### config.mk
export PLATFORM = sky130hd
export DESIGN_NAME = clock_working_set_replacer_unit
export DESIGN_NICKNAME = d
export VERILOG_FILES = /design/src/rtl/cwsr_pkg.sv /design/src/rtl/cwsr_ctrl.sv /design/src/rtl/cwsr_datapath.sv /design/src/rtl/clock_working_set_replacer_unit.sv
export SDC_FILE = /design/constraint.sdc
export NUM_CORES = 1
export LEC_CHECK = 0
export ABC_AREA = 1
export BUFFER_PORTS_ARGS = -buffer_cell sky130_fd_sc_hd__buf_2
export CAP_MARGIN = 5
export CORE_MARGIN = 1
export CORE_UTILIZATION = 35
export DETAILED_ROUTE_END_ITERATION = 6
export PLACE_DENSITY = 0.54
export SLEW_MARGIN = 15
export SYNTH_ARGS = -nofsm -noshare
export SYNTH_HDL_FRONTEND = slang
export SYNTH_SLANG_ARGS = --single-unit
### constraint.sdc
create_clock -name clk -period 3.25 [get_ports clk]
set_input_delay 0.325 -clock clk [delete_from_list [all_inputs] [get_ports clk]]
set_output_delay 0.325 -clock clk [all_outputs]
set_load 0.05 [all_outputs]
### src/rtl/cwsr_pkg.sv
// ----------------------------------------------------------------------------
// cwsr_pkg
// Shared types and constants of the clock working set replacer.
// ----------------------------------------------------------------------------
package cwsr_pkg;

  localparam int WS_SLOTS   = 32;
  localparam int PAGE_SHIFT = 12;

  localparam int SLOT_W = $clog2(WS_SLOTS);
  localparam int SIZE_W = $clog2(WS_SLOTS + 1);

  localparam int ADDR_W     = 32;
  localparam int PAGE_W     = 20;
  localparam int SLOT_FLD_W = 5;
  localparam int WSMAX_W    = 6;
  localparam int BOUND_W    = 21;

  localparam int IN_TDATA_W  = 40;
  localparam int OUT_TDATA_W = 32;
  localparam int CFG_IDX_W   = 3;
  localparam int CFG_DATA_W  = 21;

  localparam logic [WSMAX_W-1:0] WS_MAX_RESET = WSMAX_W'(32);

  // Register indexes of the configuration port
  localparam logic [CFG_IDX_W-1:0] REG_WS_MAX_SIZE  = 3'd0;
  localparam logic [CFG_IDX_W-1:0] REG_STACK_BOTTOM = 3'd1;
  localparam logic [CFG_IDX_W-1:0] REG_STACK_TOP    = 3'd2;
  localparam logic [CFG_IDX_W-1:0] REG_HEAP_START   = 3'd3;
  localparam logic [CFG_IDX_W-1:0] REG_HEAP_END     = 3'd4;

  typedef enum logic [2:0] {
    ST_IDLE,
    ST_CHECK,
    ST_SCAN,
    ST_SWEEP,
    ST_VICTIM,
    ST_EMIT
  } state_t;

  // Controller to datapath
  typedef struct packed {
    logic capture;
    logic do_access;
    logic set_illegal;
    logic scan_start;
    logic scan_next;
    logic sweep_start;
    logic sweep_clear;
    logic place;
    logic evict;
    logic emit;
  } cmd_t;

  // Datapath to controller
  typedef struct packed {
    logic is_fault;
    logic illegal;
    logic ptr_lt_size;
    logic ptr_valid;
    logic ptr_used;
    logic out_free;
  } status_t;

  // Result word, laid out as on m_tdata (lowest field last)
  typedef struct packed {
    logic [2:0]            pad;
    logic                  illegal;
    logic                  write_back;
    logic [PAGE_W-1:0]     victim_page;
    logic                  evicted;
    logic                  placed;
    logic [SLOT_FLD_W-1:0] placed_slot;
  } result_t;

endpackage

### src/rtl/cwsr_ctrl.sv
// ----------------------------------------------------------------------------
// cwsr_ctrl
// Sequencer for access, fault check, free-slot scan and clock sweep.
// ----------------------------------------------------------------------------
module cwsr_ctrl (
  input  logic              clk,
  input  logic              rst,
  input  logic              s_tvalid,
  output logic              s_tready,
  input  cwsr_pkg::status_t st,
  output cwsr_pkg::cmd_t    cmd
);
  import cwsr_pkg::*;

  state_t state;
  state_t state_next;

  always_ff @(posedge clk) begin
    if (rst) begin
      state <= ST_IDLE;
    end else begin
      state <= state_next;
    end
  end

  always_comb begin
    state_next = state;
    cmd        = '0;
    s_tready   = 1'b0;
    unique case (state)
      ST_IDLE: begin
        s_tready = 1'b1;
        if (s_tvalid) begin
          cmd.capture = 1'b1;
          state_next  = ST_CHECK;
        end
      end
      ST_CHECK: begin
        if (!st.is_fault) begin
          cmd.do_access = 1'b1;
          state_next    = ST_EMIT;
        end else if (st.illegal) begin
          cmd.set_illegal = 1'b1;
          state_next      = ST_EMIT;
        end else begin
          cmd.scan_start = 1'b1;
          state_next     = ST_SCAN;
        end
      end
      ST_SCAN: begin
        // set full: fall back to the clock sweep
        if (!st.ptr_lt_size) begin
          cmd.sweep_start = 1'b1;
          state_next      = ST_SWEEP;
        end else if (!st.ptr_valid) begin
          cmd.place  = 1'b1;
          state_next = ST_EMIT;
        end else begin
          cmd.scan_next = 1'b1;
        end
      end
      ST_SWEEP: begin
        // hold the pointer on the victim so its page reads out next cycle
        if (st.ptr_used) begin
          cmd.sweep_clear = 1'b1;
        end else begin
          state_next = ST_VICTIM;
        end
      end
      ST_VICTIM: begin
        cmd.evict  = 1'b1;
        cmd.place  = 1'b1;
        state_next = ST_EMIT;
      end
      ST_EMIT: begin
        if (st.out_free) begin
          cmd.emit   = 1'b1;
          state_next = ST_IDLE;
        end
      end
      default: begin
        state_next = ST_IDLE;
      end
    endcase
  end

endmodule

### src/rtl/cwsr_datapath.sv
// ----------------------------------------------------------------------------
// cwsr_datapath
// Configuration registers, slot flags, page memory, clock hand and the
// result and output registers.
// ----------------------------------------------------------------------------
module cwsr_datapath (
  input  logic                                clk,
  input  logic                                rst,
  input  logic                                cfg_wen,
  input  logic [cwsr_pkg::CFG_IDX_W-1:0]      cfg_index,
  input  logic [cwsr_pkg::CFG_DATA_W-1:0]     cfg_data,
  input  logic [cwsr_pkg::IN_TDATA_W-1:0]     s_tdata,
  input  logic                                s_tuser,
  output logic                                m_tvalid,
  input  logic                                m_tready,
  output logic [cwsr_pkg::OUT_TDATA_W-1:0]    m_tdata,
  input  cwsr_pkg::cmd_t                      cmd,
  output cwsr_pkg::status_t                   st
);
  import cwsr_pkg::*;

  // configuration
  logic [WSMAX_W-1:0] ws_max_size;
  logic [BOUND_W-1:0] stack_bottom_page;
  logic [BOUND_W-1:0] stack_top_page;
  logic [BOUND_W-1:0] heap_start_page;
  logic [BOUND_W-1:0] heap_end_page;

  // captured item
  logic                  kind;
  logic [ADDR_W-1:0]     fault_address;
  logic [SLOT_FLD_W-1:0] access_slot;
  logic                  is_write;
  logic                  in_backing_store;

  // slot state
  logic [WS_SLOTS-1:0] slot_valid;
  logic [WS_SLOTS-1:0] slot_used;
  logic [WS_SLOTS-1:0] slot_modified;
  logic [PAGE_W-1:0]   page_mem [WS_SLOTS];
  logic [PAGE_W-1:0]   rd_page;
  logic [SLOT_W-1:0]   clock_hand;
  logic [SIZE_W-1:0]   ptr;

  result_t res;
  result_t out_res;

  logic [SIZE_W-1:0] size;
  logic [SLOT_W-1:0] ptr_idx;
  logic [SIZE_W-1:0] ptr_inc;
  logic [SIZE_W-1:0] ptr_wrap;
  logic [ADDR_W-1:0] page_full;
  logic [SLOT_W-1:0] acc_idx;
  logic              acc_ok;
  logic              in_stack;
  logic              in_heap;

  always_comb begin
    if (ws_max_size == '0) begin
      size = SIZE_W'(1);
    end else if (32'(ws_max_size) > WS_SLOTS) begin
      size = SIZE_W'(WS_SLOTS);
    end else begin
      size = SIZE_W'(ws_max_size);
    end
  end

  assign ptr_idx   = ptr[SLOT_W-1:0];
  assign ptr_inc   = ptr + SIZE_W'(1);
  assign ptr_wrap  = (ptr_inc == size) ? '0 : ptr_inc;
  assign page_full = fault_address >> PAGE_SHIFT;
  assign in_stack  = (page_full >= ADDR_W'(stack_bottom_page)) &&
                     (page_full <  ADDR_W'(stack_top_page));
  assign in_heap   = (page_full >= ADDR_W'(heap_start_page)) &&
                     (page_full <  ADDR_W'(heap_end_page));
  assign acc_idx   = SLOT_W'(access_slot);
  assign acc_ok    = (32'(access_slot) < WS_SLOTS) && slot_valid[acc_idx];

  assign st.is_fault    = kind;
  assign st.illegal     = !in_backing_store && !in_stack && !in_heap;
  assign st.ptr_lt_size = ptr < size;
  assign st.ptr_valid   = slot_valid[ptr_idx];
  assign st.ptr_used    = slot_used[ptr_idx];
  assign st.out_free    = !m_tvalid || m_tready;

  always_ff @(posedge clk) begin
    if (rst) begin
      ws_max_size       <= WS_MAX_RESET;
      stack_bottom_page <= '0;
      stack_top_page    <= '0;
      heap_start_page   <= '0;
      heap_end_page     <= '0;
    end else if (cfg_wen) begin
      unique case (cfg_index)
        REG_WS_MAX_SIZE:  ws_max_size       <= cfg_data[WSMAX_W-1:0];
        REG_STACK_BOTTOM: stack_bottom_page <= cfg_data;
        REG_STACK_TOP:    stack_top_page    <= cfg_data;
        REG_HEAP_START:   heap_start_page   <= cfg_data;
        REG_HEAP_END:     heap_end_page     <= cfg_data;
        default: ;
      endcase
    end
  end

  // item capture (fields of s_tdata from the lowest bit up)
  always_ff @(posedge clk) begin
    if (cmd.capture) begin
      kind             <= s_tuser;
      fault_address    <= s_tdata[31:0];
      access_slot      <= s_tdata[36:32];
      is_write         <= s_tdata[37];
      in_backing_store <= s_tdata[38];
    end
  end

  always_ff @(posedge clk) begin
    if (rst) begin
      slot_valid    <= '0;
      slot_used     <= '0;
      slot_modified <= '0;
      clock_hand    <= '0;
    end else begin
      if (cmd.do_access && acc_ok) begin
        slot_used[acc_idx] <= 1'b1;
        if (is_write) begin
          slot_modified[acc_idx] <= 1'b1;
        end
      end
      if (cmd.sweep_clear) begin
        slot_used[ptr_idx] <= 1'b0;
      end
      if (cmd.place) begin
        slot_valid[ptr_idx]    <= 1'b1;
        slot_used[ptr_idx]     <= 1'b1;
        slot_modified[ptr_idx] <= 1'b0;
        clock_hand             <= SLOT_W'(ptr_wrap);
      end
    end
  end

  // scan / sweep pointer
  always_ff @(posedge clk) begin
    if (cmd.scan_start) begin
      ptr <= '0;
    end else if (cmd.scan_next) begin
      ptr <= ptr_inc;
    end else if (cmd.sweep_start) begin
      ptr <= (SIZE_W'(clock_hand) < size) ? SIZE_W'(clock_hand) : '0;
    end else if (cmd.sweep_clear) begin
      ptr <= ptr_wrap;
    end
  end

  always_ff @(posedge clk) begin
    if (cmd.place) begin
      page_mem[ptr_idx] <= page_full[PAGE_W-1:0];
    end
    rd_page <= page_mem[ptr_idx];
  end

  always_ff @(posedge clk) begin
    if (cmd.capture) begin
      res <= '0;
    end else begin
      if (cmd.set_illegal) begin
        res.illegal <= 1'b1;
      end
      if (cmd.place) begin
        res.placed      <= 1'b1;
        res.placed_slot <= SLOT_FLD_W'(ptr);
      end
      if (cmd.evict) begin
        res.evicted     <= 1'b1;
        res.victim_page <= rd_page;
        res.write_back  <= slot_modified[ptr_idx];
      end
    end
  end

  always_ff @(posedge clk) begin
    if (rst) begin
      m_tvalid <= 1'b0;
    end else if (cmd.emit) begin
      m_tvalid <= 1'b1;
    end else if (m_tready) begin
      m_tvalid <= 1'b0;
    end
  end

  always_ff @(posedge clk) begin
    if (cmd.emit) begin
      out_res <= res;
    end
  end

  assign m_tdata = out_res;

endmodule

### src/rtl/clock_working_set_replacer_unit.sv
// ----------------------------------------------------------------------------
// clock_working_set_replacer_unit
// Clock page replacement over a working set of page slots.
//
//   channel | dir | handshake          | payload
//   s       | in  | s_tvalid/s_tready  | s_tdata, s_tuser (access or fault)
//   m       | out | m_tvalid/m_tready  | m_tdata (one result per item)
//   cfg     | in  | cfg_wen            | cfg_index, cfg_data
//
// Access and illegal-fault items go from the check state straight to the emit
// state. A legal fault scans the slots below the size in use for a free one,
// one slot a cycle, then, when the set is full, sweeps the clock hand, one slot
// a cycle; an output stall can hold any result in the emit state.
// One item is in work at a time; the output register holds a result while
// the next item is taken. Reset is synchronous and clears all slot flags.
// ----------------------------------------------------------------------------
module clock_working_set_replacer_unit (
  input  logic                                 clk,
  input  logic                                 rst,
  input  logic                                 s_tvalid,
  output logic                                 s_tready,
  // fault_address[31:0], access_slot[36:32], is_write[37],
  // in_backing_store[38], zero[39]
  input  logic [cwsr_pkg::IN_TDATA_W-1:0]      s_tdata,
  // kind[0]
  input  logic                                 s_tuser,
  output logic                                 m_tvalid,
  input  logic                                 m_tready,
  // placed_slot[4:0], placed[5], evicted[6], victim_page[26:7],
  // write_back[27], illegal[28], zero[31:29]
  output logic [cwsr_pkg::OUT_TDATA_W-1:0]     m_tdata,
  input  logic                                 cfg_wen,
  input  logic [cwsr_pkg::CFG_IDX_W-1:0]       cfg_index,
  input  logic [cwsr_pkg::CFG_DATA_W-1:0]      cfg_data
);
  import cwsr_pkg::*;

  cmd_t    cmd;
  status_t st;

  cwsr_ctrl u_ctrl (
    .clk      (clk),
    .rst      (rst),
    .s_tvalid (s_tvalid),
    .s_tready (s_tready),
    .st       (st),
    .cmd      (cmd)
  );

  cwsr_datapath u_dp (
    .clk       (clk),
    .rst       (rst),
    .cfg_wen   (cfg_wen),
    .cfg_index (cfg_index),
    .cfg_data  (cfg_data),
    .s_tdata   (s_tdata),
    .s_tuser   (s_tuser),
    .m_tvalid  (m_tvalid),
    .m_tready  (m_tready),
    .m_tdata   (m_tdata),
    .cmd       (cmd),
    .st        (st)
  );

`ifndef SYNTHESIS
  a_emit_free: assert property (@(posedge clk) disable iff (rst)
    cmd.emit |-> (!m_tvalid || m_tready))
    else $error("result loaded over a pending result");

  a_evict_places: assert property (@(posedge clk) disable iff (rst)
    cmd.evict |-> cmd.place)
    else $error("victim reported without placing the fault");

  a_sweep_used: assert property (@(posedge clk) disable iff (rst)
    cmd.sweep_clear |-> (st.ptr_used && st.ptr_lt_size))
    else $error("sweep cleared an unused or out-of-range slot");

  a_busy_after_capture: assert property (@(posedge clk) disable iff (rst)
    cmd.capture |=> !s_tready)
    else $error("new item taken while one is in work");
`endif

endmodule

Yosys cells after proc, flatten, opt, wreduce, memory -nomap -nowiden
Memories as Yosys holds them, arrays and structs flattened. A register that Yosys moved wholly into a read port is not among the register bits.
Index checks and enable logic that the tools add are counted.
{"block": "op_classes", "n_addsub": 1, "order_cmp": 11, "eq_ne": 14, "muxes": 60, "bitwise": 7, "n_reduce_logical": 23}
{"operator": "$mux W32", "n": 9}
{"operator": "$or A32 B32 Y32", "n": 4}
{"operator": "$and A32 B32 Y32", "n": 2}
{"operator": "$ge A20 B21 Y1", "n": 2}
{"operator": "$lt A20 B21 Y1", "n": 2}
{"operator": "$mux W6", "n": 6}
{"operator": "$not A32 Y32", "n": 1}
{"operator": "$mux W1", "n": 26}
{"operator": "$mux W3", "n": 8}
{"operator": "$bmux W1 S5", "n": 4}
{"operator": "$pmux W3 S6", "n": 1}
{"operator": "$eq A3 B2 Y1 const B", "n": 4}
{"operator": "$lt A5 B6 Y1 const B", "n": 2}
{"operator": "$demux W1 S5", "n": 2}
{"operator": "$ge A5 B1 Y1 const B", "n": 2}
{"operator": "$reduce_and A2 Y1", "n": 5}
{"operator": "$eq A3 B3 Y1 const B", "n": 3}
{"operator": "$logic_and A1 B1 Y1", "n": 7}
{"operator": "$add A6 B1 Y6 const B", "n": 1}
{"operator": "$eq A3 B1 Y1 const B", "n": 2}
{"operator": "$eq A6 B6 Y1", "n": 1}
{"operator": "$gt A6 B6 Y1 const B", "n": 1}
{"operator": "$logic_not A3 Y1", "n": 2}
{"operator": "$logic_not A6 Y1", "n": 1}
{"operator": "other kinds (12)", "n": 18}
{"block": "word_totals", "regBits": 299, "ramBits": 640, "input_bits": 70, "output_inout_bits": 34, "memories": 1}
{"memory": "u_dp.page_mem", "depth": 32, "word_bits": 20, "read_ports": 1, "rd_ports_with_merged_regs": 1, "write_ports": 1, "line": "cwsr_datapath.sv:40", "text": "logic [PAGE_W-1:0] page_mem [WS_SLOTS];"}

Logic depth before layout (Yosys ltp)
Gate-level depths: netlist of run 1.
{"block": "logic_depth", "depth_word": 16, "depth_mapped": 17}

Cells and area by module
Synthesis of run 1 repeated with hierarchy kept, for this count alone.
{"block": "unflattened", "hier_cells": 3745, "area_unflattened_um2": 39574.2}
{"module": "cwsr_datapath", "instances": 1, "cells_per_inst": 3686, "area_per_inst_um2": 39223.9, "seq_area_each_um2": 25874.8}
{"module": "cwsr_ctrl", "instances": 1, "cells_per_inst": 59, "area_per_inst_um2": 350.3, "seq_area_each_um2": 60.1}

Worst setup path after synthesis of run 1
OpenSTA, ideal clock, no wires.
{"block": "synth_timing", "path_kind": "register to register", "startpoint": "reg u_dp.ptr[0]", "endpoint": "mem u_dp.page_mem[12][0], enable pin", "setup_ns": 0.375, "arrival_ns": 2.954, "t_required_ns": 2.875, "setup_slack_ns": -0.079, "path_stages_with_launch": 16, "n_path_buf": 5, "path_cell_list": "dfxtp_1 inv_2 buf_2 buf_2 clkbuf_1 clkbuf_1 ha_1 nor2_1 o21ai_0 o2111ai_1 nor2_1 inv_1 o21ai_2 buf_2 nand2_1 inv_1"}
{"block": "synth_via", "elab_chain_cells": 7, "elab_cells_between_ends": 8, "cone_classes": "order compare: 1; mux: 7"}
{"element": "start, declared", "line": "cwsr_datapath.sv:43", "text": "logic [SIZE_W-1:0] ptr;"}
{"element": "start signal, assigned", "line": "cwsr_datapath.sv:146", "text": "ptr <= ptr_inc;"}
{"element": "start signal, assigned", "line": "cwsr_datapath.sv:148", "text": "ptr <= (SIZE_W'(clock_hand) < size) ? SIZE_W'(clock_hand) : '0;"}
{"element": "start signal, assigned", "line": "cwsr_datapath.sv:150", "text": "ptr <= ptr_wrap;"}
{"element": "$bmux W1 S5", "line": "cwsr_datapath.sv:82", "text": "assign st.ptr_valid = slot_valid[ptr_idx];"}
{"element": "$mux W1 (implied by the code)", "line": "cwsr_datapath.sv:82"}
{"element": "$mux W1", "line": "cwsr_ctrl.sv:55", "text": "end else if (!st.ptr_valid) begin"}
{"element": "$mux W1", "line": "cwsr_ctrl.sv:52", "text": "if (!st.ptr_lt_size) begin"}
{"element": "$pmux W1 S2", "line": "cwsr_ctrl.sv:30", "text": "unique case (state)"}
{"element": "$mux W1", "line": "cwsr_datapath.sv:155", "text": "if (cmd.place) begin"}
{"element": "$mux W1 (implied by the code)", "line": "cwsr_datapath.sv:156", "text": "page_mem[ptr_idx] <= page_full[PAGE_W-1:0];"}
{"element": "end, declared", "line": "cwsr_datapath.sv:40"}
Several ways; a longest one is shown, not always the timed one. The select of a mux whose other input is x is not followed.

Worst setup path in the final report of run 1
{"block": "layout_timing", "startpoint": "reg u_dp.ws_max_size[2]", "endpoint": "mem u_dp.page_mem[3][7], enable pin"}
{"block": "layout_via", "elab_chain_cells": 8, "elab_cells_between_ends": 9, "cone_classes": "order compare: 2; mux: 6; reduce/logical: 1"}
{"element": "start, declared", "line": "cwsr_datapath.sv:23", "text": "logic [WSMAX_W-1:0] ws_max_size;"}
{"element": "start signal, assigned", "line": "cwsr_datapath.sv:95", "text": "REG_WS_MAX_SIZE: ws_max_size <= cfg_data[WSMAX_W-1:0];"}
{"element": "$gt A6 B6 Y1", "line": "cwsr_datapath.sv:61", "text": "end else if (32'(ws_max_size) > WS_SLOTS) begin"}
{"element": "$mux W6", "line": "cwsr_datapath.sv:61"}
{"element": "$mux W6 *", "line": "cwsr_datapath.sv:59", "text": "if (ws_max_size == '0) begin"}
{"element": "$lt A6 B6 Y1 *", "line": "cwsr_datapath.sv:81", "text": "assign st.ptr_lt_size = ptr < size;"}
{"element": "$mux W1 *", "line": "cwsr_ctrl.sv:52"}
{"element": "$pmux W1 S2 *", "line": "cwsr_ctrl.sv:30"}
{"element": "$mux W1 *", "line": "cwsr_datapath.sv:155"}
{"element": "$mux W1 (implied by the code) *", "line": "cwsr_datapath.sv:156"}
Every way passes the cells marked *; elsewhere a longest branch is shown, timed or not.

==> results of run 1 <==
-- final timing paths --
path,from,end,slack (ns),cells past startpoint
max reg2reg,u_dp.ws_max_size[2],u_dp.page_mem[3][7],0.27,17
min,cfg_data[1],u_dp.stack_top_page[1],0.03,3
min reg2reg,u_dp.res[12],u_dp.m_tdata[12],0.42,0
max,u_dp.ws_max_size[2],u_dp.page_mem[3][7],0.27,17
-- cell usage after synthesis --
cell	instances	area [um2]
sky130_fd_sc_hd__buf_4	10	75.1
sky130_fd_sc_hd__buf_1	9	33.8
sky130_fd_sc_hd__nor3_2	5	50.1
sky130_fd_sc_hd__buf_2	34	170
sky130_fd_sc_hd__nor4_1	4	25.0
sky130_fd_sc_hd__nand2_1	423	1590
sky130_fd_sc_hd__a221oi_1	41	359
sky130_fd_sc_hd__a21oi_1	271	1360
sky130_fd_sc_hd__o2111ai_1	1	8.76
sky130_fd_sc_hd__conb_1	1	3.75
sky130_fd_sc_hd__nand2_2	3	18.8
sky130_fd_sc_hd__inv_1	279	1050
sky130_fd_sc_hd__dfxtp_1	250	5000
sky130_fd_sc_hd__a21boi_0	1	7.51
sky130_fd_sc_hd__o211ai_1	1	7.51
sky130_fd_sc_hd__inv_2	27	101
sky130_fd_sc_hd__nand4_1	36	225
sky130_fd_sc_hd__nor3_4	1	16.3
sky130_fd_sc_hd__o21bai_1	1	7.51
sky130_fd_sc_hd__nand3_1	93	465
sky130_fd_sc_hd__o21ai_1	38	190
sky130_fd_sc_hd__or2_2	1	6.26
sky130_fd_sc_hd__clkbuf_1	158	593
sky130_fd_sc_hd__o22ai_1	170	1060
sky130_fd_sc_hd__nor2_2	5	31.3
sky130_fd_sc_hd__o21ai_2	1	8.76
sky130_fd_sc_hd__nor3_1	8	40.0
sky130_fd_sc_hd__a22o_1	27	236
sky130_fd_sc_hd__xor2_1	4	35.0
sky130_fd_sc_hd__nor2_4	1	11.3
sky130_fd_sc_hd__buf_6	4	45.0
sky130_fd_sc_hd__xnor2_1	2	17.5
sky130_fd_sc_hd__ha_1	92	1150
sky130_fd_sc_hd__a22oi_1	1	7.51
sky130_fd_sc_hd__o21ai_0	486	2430
sky130_fd_sc_hd__nor2_1	537	2020
sky130_fd_sc_hd__a21o_1	4	30.0
sky130_fd_sc_hd__nand3b_1	4	30.0
sky130_fd_sc_hd__edfxtp_1	697	20900
sky130_fd_sc_hd__a31oi_1	10	62.6
-- metal layers --
layer,track usage,vias up
met5,0,-
met4,0.0659,2
met3,0.0281,209
met2,0.332,851
met1,0.283,13700
li1,-,13600
-- critical path, delay by kind of cell, from the launching register on --
| family | cells | cell delay, ns |
|---|---|---|
| AOI/OAI and AO/OA | 3 | 0.51 |
| adders and majority gates | 1 | 0.29 |
| buffers and inverters | 6 | 0.74 |
| DFF | 1 | 0.33 |
| and+or+nand+nor | 7 | 0.75 |
-- layout make-up --
type	instances	area, um2
fillers	10600	64500
repair buffers	315	2860
diodes	2	5.00
clock inverters	53	536
inverters	306	1260
flip-flops and latches	947	25900
well taps	1488	1860
clock buffers	135	2790
multi-input cells	2275	11500
-- what timing repair did --
action | 4_1_cts | 5_1_grt
setup endpoints to repair | 0 | 616
endpoints found under the hold margin | 102 | 0
hold buffers | 50 | 0
buffers inserted | 0 | 1
resized for setup | 0 | 1
-- stage by stage --
stage                     hold slack [ns]  area (um2)  power, mW
after floorplan                     0.403       39600       21.0
after global placement              0.410       42900       25.6
after detailed placement            0.410       42900       25.7
after CTS                       0.0000727       46800       37.3
after global routing               0.0557       46800       38.8
final                              0.0315       46800       37.0
-- state kept, by name, summed over array words and instances (netlist names), 29 cells and up --
register,cells
u_dp.slot_used,32
u_dp.res,29
u_dp.slot_modified,32
u_dp.m_tdata,29
u_dp.slot_valid,32
u_dp.page_mem,640
-- logic make-up after synthesis --
family          count (synthesis)
simple gates                 1121
fa+ha+maj                      92
other cells                     1
xor+xnor                        6
buf+inv                       521
flops                         947
compound gates               1053
-- power groups by stage --
| stage | registers [mW] | clock network [mW] | logic [mW] |
|---|---|---|---|
| floorplan | 14.9 | 0 | 6.14 |
| global placement | 15.0 | 0 | 10.6 |
| detailed placement | 15.0 | 0 | 10.7 |
| CTS | 14.8 | 11.7 | 10.8 |
| global route | 14.8 | 12.2 | 11.8 |
| finish | 14.8 | 11.5 | 10.8 |
==> run summary, run 1 <==
In this run the remaining antenna-violating nets after routing total 0. Clock skew on the completed layout was measured at 0.0474 ns. Row generation in the floorplan step produced 122 rows. Power per unit of standard cell area: 791 nW/um2. For this run, the slowest stage of the critical path takes 0.33 ns. The overall die width was 338 um. Entering global routing, the biggest net connects 90 pins.

For the worst-skew pair, the clock arrives at the later sink with an insertion delay of 0.71 ns. The multiplexer share of the synthesized area works out to 0. In this run the cell area of the synthesized design comes to 39,500 um2.

The first detailed-routing pass ran for 5 iterations. Detailed routing placed a total of 6430 um of wire on met3. The compound-gate portion of the synthesized area works out to 0.146. For the number of violations reported at the end of detailed-routing iteration 0, the log shows 2,305. The clock-pin slew on the worst setup and hold paths was 0.06 ns. The maximum clock insertion buffer count is 3, and the highest clock rate is 336 MHz. Cell internal power was estimated by the tool at 23.9 mW. The number of nets in the final layout came out at 4,109. Relative to the synthesized area, the layout overhead comes to 18.5%. The worst setup path is captured at a register.

The via count of the first global-routing pass is 27,000. The worst supply voltage drop on vdd is 0.473 mV. By area, the combinational part of the netlist is dominated by compound AO/OA/AOI/OAI gates.

In the final timing run, aggregate negative setup slack is 0 ns. Of all nets on the critical path, the largest fanout is 20. A synthesized cell averages 10.6 um2. Final core utilization: 0.421. Wires add up to 117,000 um.

The placed instance count came out at 5,280. Setup violations remaining at the end of the flow were counted as 0. The cell with the biggest individual delay on the critical path is sky130_fd_sc_hd__dfxtp_1. Port buffering added 87 buffers. Setup repair after global routing left no endpoint under its margin.

In this run the standard cell core region covers 111,000 um2. The area share of xor/xnor cells in the synthesized design is 0.00133. After detailed routing, the number of remaining DRC violations is 0. Traced cell by cell, the critical path runs through nor2_1 -> nand4_1 -> nand2_1 -> nand2_1 -> ha_1 -> inv_1 -> nor2_1 -> o21ai_0 -> o2111ai_1 -> nor2_2 -> inv_1 -> o21ai_4 -> buf_12 -> buf_4 -> nand2_1 -> clkinvlp_4 -> buf_12. At the pin with the least slew margin, the transition time is 0.981 ns. Critical path data arrival time: 3.36 ns. Max-slew violation count: 0. Detailed routing placed a total of 54,400 um of wire on met2. The logs give 16.6 nW for the leakage power of the design and 0.165 ns for the setup slack at placement. The min-delay analysis places its worst path in the category in -> reg. The shortest period the worst path allows works out to 2.98 ns. The highest metal layer used by the detailed router was met5.

The run gives 3.64 ns as the data required time at the worst endpoint. TritonCTS built the clock tree. Cell occurring most often along the worst timing path: sky130_fd_sc_hd__nand2_1. The starting density of the core is 0.355. In the layout the commonest cells are sky130_fd_sc_hd__edfxtp_1, sky130_fd_sc_hd__nor2_1, sky130_fd_sc_hd__o21ai_0.

The analysis attributes to net switching a power of 13.1 mW. The max-cap check violation count was 0; the number of vias in the routed layout was 28,400. The post-route clock period utilization came out at 0.916. The tools report the category of the worst setup path launch point as a register.

The total track usage was 0.205; the clock sink total was 947. Buffers inserted during clock tree synthesis total 102. Global placer's final weighted congestion: 0.864. In the synthesized netlist, the number of instances is 3,741.

Detailed placement finished with a half-perimeter wire length of 75,100 um. The relative slew slack is 0.342, and the switching fraction of total power is 0.355. The clock tree synthesis step divided the H-tree into 3 levels.

Setup slack on the critical path of the routed design comes to 0.273 ns. The via density per instance is 5.14, and the initial antenna violation count is 5. The critical path is of the reg -> reg type. The flow ran to the end, and the final reports show no timing, DRC or antenna violations.

Excluding fillers, the count of instances in the completed layout stands at 5,521. The share of the yosys chip area belonging to registers came out at 0.656. The clock tree root driver cell was sky130_fd_sc_hd__clkbuf_16. The first global-routing pass estimated 173,000 um of wire.

In this run the count of I/O pins placed on the die edge is 104. After synthesis, the netlist uses 40 different library cells. The count of state elements after synthesis works out to 947.

In this run the vertical extent of the chip is 338 um. For the relative contribution of sequential cells to total power, the log shows 0.399. For the hold violation count in the final report, the log shows 0.

The floorplan die area was 114,000 um2. The post-synthesis simple-gate area fraction is 0.114, and the adder-cell share of the synthesized area is 0.0291. Most common cell after layout, fill and taps aside: sky130_fd_sc_hd__edfxtp_1.

The mean routed wirelength per cell is 21.3 um. The tools report the combinational cell fraction of total power as 0.291. In the final routing, the length of wire on met1 measures 52,900 um. Summed over all layers, the global routing overflow is 0. For this run, the number of Yosys warnings is 0. The part of the total power dissipated in the clock network is 0.311, and the share of final-layout standard cells stronger than drive strength 1 is 0.124.
Note: power is estimated with default switching activity, not from simulation.
==> run 2: changes to the inputs <==
--- a/config.mk
+++ b/config.mk
@@ -9,9 +9,9 @@
 export BUFFER_PORTS_ARGS = -buffer_cell sky130_fd_sc_hd__buf_2
 export CAP_MARGIN = 5
 export CORE_MARGIN = 1
-export CORE_UTILIZATION = 35
+export CORE_UTILIZATION = 42
 export DETAILED_ROUTE_END_ITERATION = 6
-export PLACE_DENSITY = 0.54
+export PLACE_DENSITY = 0.62
 export SLEW_MARGIN = 15
 export SYNTH_ARGS = -nofsm -noshare
 export SYNTH_HDL_FRONTEND = slang
==> run 2 against run 1 <==
  * Power decreased by 0.64%
  * Wire length decreased by 5.5%
  * Cell count decreased by 4.9%
  * Sequential power about the same
  * Critical endpoint is now u_dp.page_mem[21][1]
  * Largest cell class unchanged
==> run summary, run 2 (synthesis gave the netlist of run 1 again) <==
The flow ran to the end, and the final reports show no timing, DRC or antenna violations. The initial antenna violation count is 7 (+2). The starting density of the core came out at 0.424 (+0.0689). The clock-pin slew on the worst setup and hold paths is 0.06 ns (about the same), and the sum of net half-perimeters after detailed placement is 67,600 um (-10%). In this run the critical register-to-register path is captured at u_dp.page_mem[21][1]. In this run the most critical hold path is launched from cfg_data[4]. Clock tree synthesis selected as its root buffer the cell sky130_fd_sc_hd__clkbuf_16. Clock sink total: 947 (unchanged). The power per unit of standard cell area works out to 798 nW/um2 (+0.90%). The tools report the number of standard cells in the final layout excluding fillers as 5,252 (-4.9%).

The placeable core region is 93,200 um2 (-16%). The tools report the setup slack at placement as 0.187 ns (+0.0228 ns). The run gives 0 (unchanged) as the max-cap check violation count.

The share of final-layout standard cells stronger than drive strength 1 is 0.116 (-0.00820), and the global placer's final weighted congestion is 0.905 (+4.7%). The number of iterations in the first detailed-routing pass is 6 (+1). For the critical path data arrival time, the log shows 3.42 ns (+0.06 ns). The placed instance count is 5,005 (-5.2%), and the largest net degree at the start of global routing is 149 (+66%). The largest fanout of any net on the critical path is 21 (+5.0%), and the floorplan row count is 112 (-8.2%).

The boundary pin count was 104 (unchanged). The flop-to-flop setup slack was 0.16 ns (-0.11 ns); the overall die width was 309 um (-8.7%). For the CTS H-tree depth, the log shows 3 (unchanged).

Leaving out fill and tap cells, the most frequent cells in the layout are sky130_fd_sc_hd__edfxtp_1, sky130_fd_sc_hd__nor2_1, sky130_fd_sc_hd__o21ai_0. The number of vias in the routed layout was 28,400 (+0.27%); the number of flip-flops under the largest register name was 640 (unchanged). The tools report the TritonCTS buffer count as 99 (-2.9%).

The filler cell count is 8,349 (-21%). In this run the critical register-to-register path is launched from u_dp.ws_max_size[4]. The worst setup path is launched from a register.

The post-route antenna net violation count was 0 (unchanged). The wire length of the first global-routing pass is 164,000 um (-4.9%). The library cell used most frequently in the layout, excluding fill and tap cells, is sky130_fd_sc_hd__edfxtp_1.

For the highest clock rate, the log shows 324 MHz (-3.6%). Setup repair after global routing could not meet its margin everywhere. The tightest min-delay check is of the in -> reg type. The area growth from synthesis to layout is 16.6%, and the count of endpoints failing setup in the final report is 0 (unchanged). Mean routed wirelength per cell: 21.1 um (-0.69%). The logs give 0.230 (+0.0251) for the total track usage and 0 (unchanged) for the residual DRC count. The type of the setup path with the least slack was reg -> reg.

Relative slew slack: 0.390 (+0.0481). TritonCTS built the clock tree. The tools report the worst supply voltage drop on vdd as 0.467 mV (-1.3%). Shortest period the worst path allows: 3.09 ns (+0.110 ns). u_dp.page_mem holds more flip-flops than any other register.

The floorplan die area is 95,300 um2 (-17%), and the post-route clock period utilization is 0.950 (+0.0338). The hold violation count in the final report was 0 (unchanged); the number of nets in the final layout was 4,075 (-0.83%). For the maximum clock insertion buffer count, the log shows 3 (unchanged).

Leakage power of the design: 16.4 nW (-1.5%). The total congestion overflow is 0 (unchanged), and the wire length reported by the detailed router is 111,000 um (-5.5%). The transition time at the pin with the least slew margin works out to 0.915 ns (-0.0660 ns). The run gives 26,800 (-0.79%) as the via count of the first global-routing pass. The clock latency of the later-clocked register in the worst-skew pair is 0.69 ns (-0.02 ns). The post-layout worst setup margin was 0.164 ns (-0.110 ns).

The sink of the worst hold path is u_dp.heap_end_page[4]. The via density per instance works out to 5.41 (+5.4%). For the number of violations reported at the end of detailed-routing iteration 0, the log shows 2,766 (+20%).

The worst clock skew was 0.0515 ns (+0.00409 ns); the number of I/O port buffers was 87 (unchanged). STA classifies the critical path endpoint as a register. The tools report the data required time at the worst endpoint as 3.58 ns (-0.06 ns). The die boundary height was 309 um (-8.7%). The number of cells on the worst reg-to-reg path was 14 (-3); the max-slew violation count was 0 (unchanged).

The hold path depth came out at 3 (unchanged).
==> run 2: cell types whose count changed in the layout (fill, tap and decap cells not counted), sizes merged <==
cell / before / now
clkinvlp: 28 / 35
inv: 281 / 284
buf: 265 / 229
clkbuf: 135 / 134
diode: 2 / 1
clkinv: 43 / 36
==> run 2: routing by layer <==
| metal | global-route usage | wire length, um | vias up |
|---|---|---|---|
| li1 | - | - | 13600 |
| met1 | 0.307 | 47000 | 13700 |
| met2 | 0.373 | 52200 | 981 |
| met3 | 0.0373 | 7720 | 207 |
| met4 | 0.0922 | 3880 | 0 |
| met5 | 0 | 0 | - |
==> run 2: layout make-up <==
type,count,area [um2],share of cell area
repair inverters,4,27.5,0.000597
inverters,306,1260,0.0273
clock inverters,52,558,0.0121
well taps,1254,1570,0.0340
repair buffers,280,2510,0.0546
diodes,1,2.50,0.0000543
flip-flops and latches,947,25900,0.563
multi-input cells,2275,11500,0.251
clock buffers,133,2670,0.0578
==> run 2: critical path: stages (launching register included) <==
cell,delay (ns)
sky130_fd_sc_hd__dfxtp_1,0.33
sky130_fd_sc_hd__inv_1,0.07
sky130_fd_sc_hd__nand4_1,0.11
sky130_fd_sc_hd__nand2_1,0.09
sky130_fd_sc_hd__nand2_1,0.12
sky130_fd_sc_hd__ha_1,0.32
sky130_fd_sc_hd__a21oi_1,0.13
sky130_fd_sc_hd__or2_2,0.12
sky130_fd_sc_hd__o2111ai_1,0.15
sky130_fd_sc_hd__nor2_1,0.22
sky130_fd_sc_hd__inv_1,0.11
sky130_fd_sc_hd__o21ai_4,0.23
sky130_fd_sc_hd__buf_12,0.21
sky130_fd_sc_hd__nand2_1,0.21
sky130_fd_sc_hd__clkinvlp_4,0.29
==> run 2: repair_timing <==
| item | 4_1_cts | 5_1_grt |
|---|---|---|
| resized for setup | 0 | 4 |
| endpoints found under the hold margin | 99 | 0 |
| hold buffers | 50 | 0 |
| endpoints found under the setup margin | 0 | 103 |
| buffers inserted | 0 | 6 |
==> run 2: how the worst max path moves through the flow <==
stage | startpoint | endpoint | slack [ns]
2_1_floorplan | u_dp.ptr[0] | u_dp.page_mem[12][0] | 0.09
3_3_place_gp | u_dp.ws_max_size[2] | u_dp.page_mem[21][6] | 0.17
3_5_place_dp | u_dp.ws_max_size[4] | u_dp.page_mem[21][6] | 0.19
4_1_cts | u_dp.ws_max_size[4] | u_dp.page_mem[21][5] | 0.11
5_1_grt | u_dp.ws_max_size[2] | u_dp.page_mem[19][0] | -0.003
6_report | u_dp.ws_max_size[4] | u_dp.page_mem[21][1] | 0.16
==> run 2: per-stage QoR <==
stage                     utilization  total power [mW]  hold WS (ns)  area (um2)  setup TNS (ns)
final                           0.495              36.8        0.0535       46100               0
after global routing            0.495              38.5        0.0485       46100        -0.00422
after CTS                       0.493              36.9        0.0219       46000               0
after detailed placement        0.453              25.7         0.411       42200               0
after global placement          0.453              25.6         0.409       42200               0
after floorplan                     -              21.0         0.403       39600               0
==> run 2: power by group <==
group	total (mW)	internal, mW	switching [mW]	leakage, nW
sequential	14.7	14.1	0.548	8.32
combinational	10.9	3.30	7.62	6.49
clock	11.2	6.38	4.84	1.56
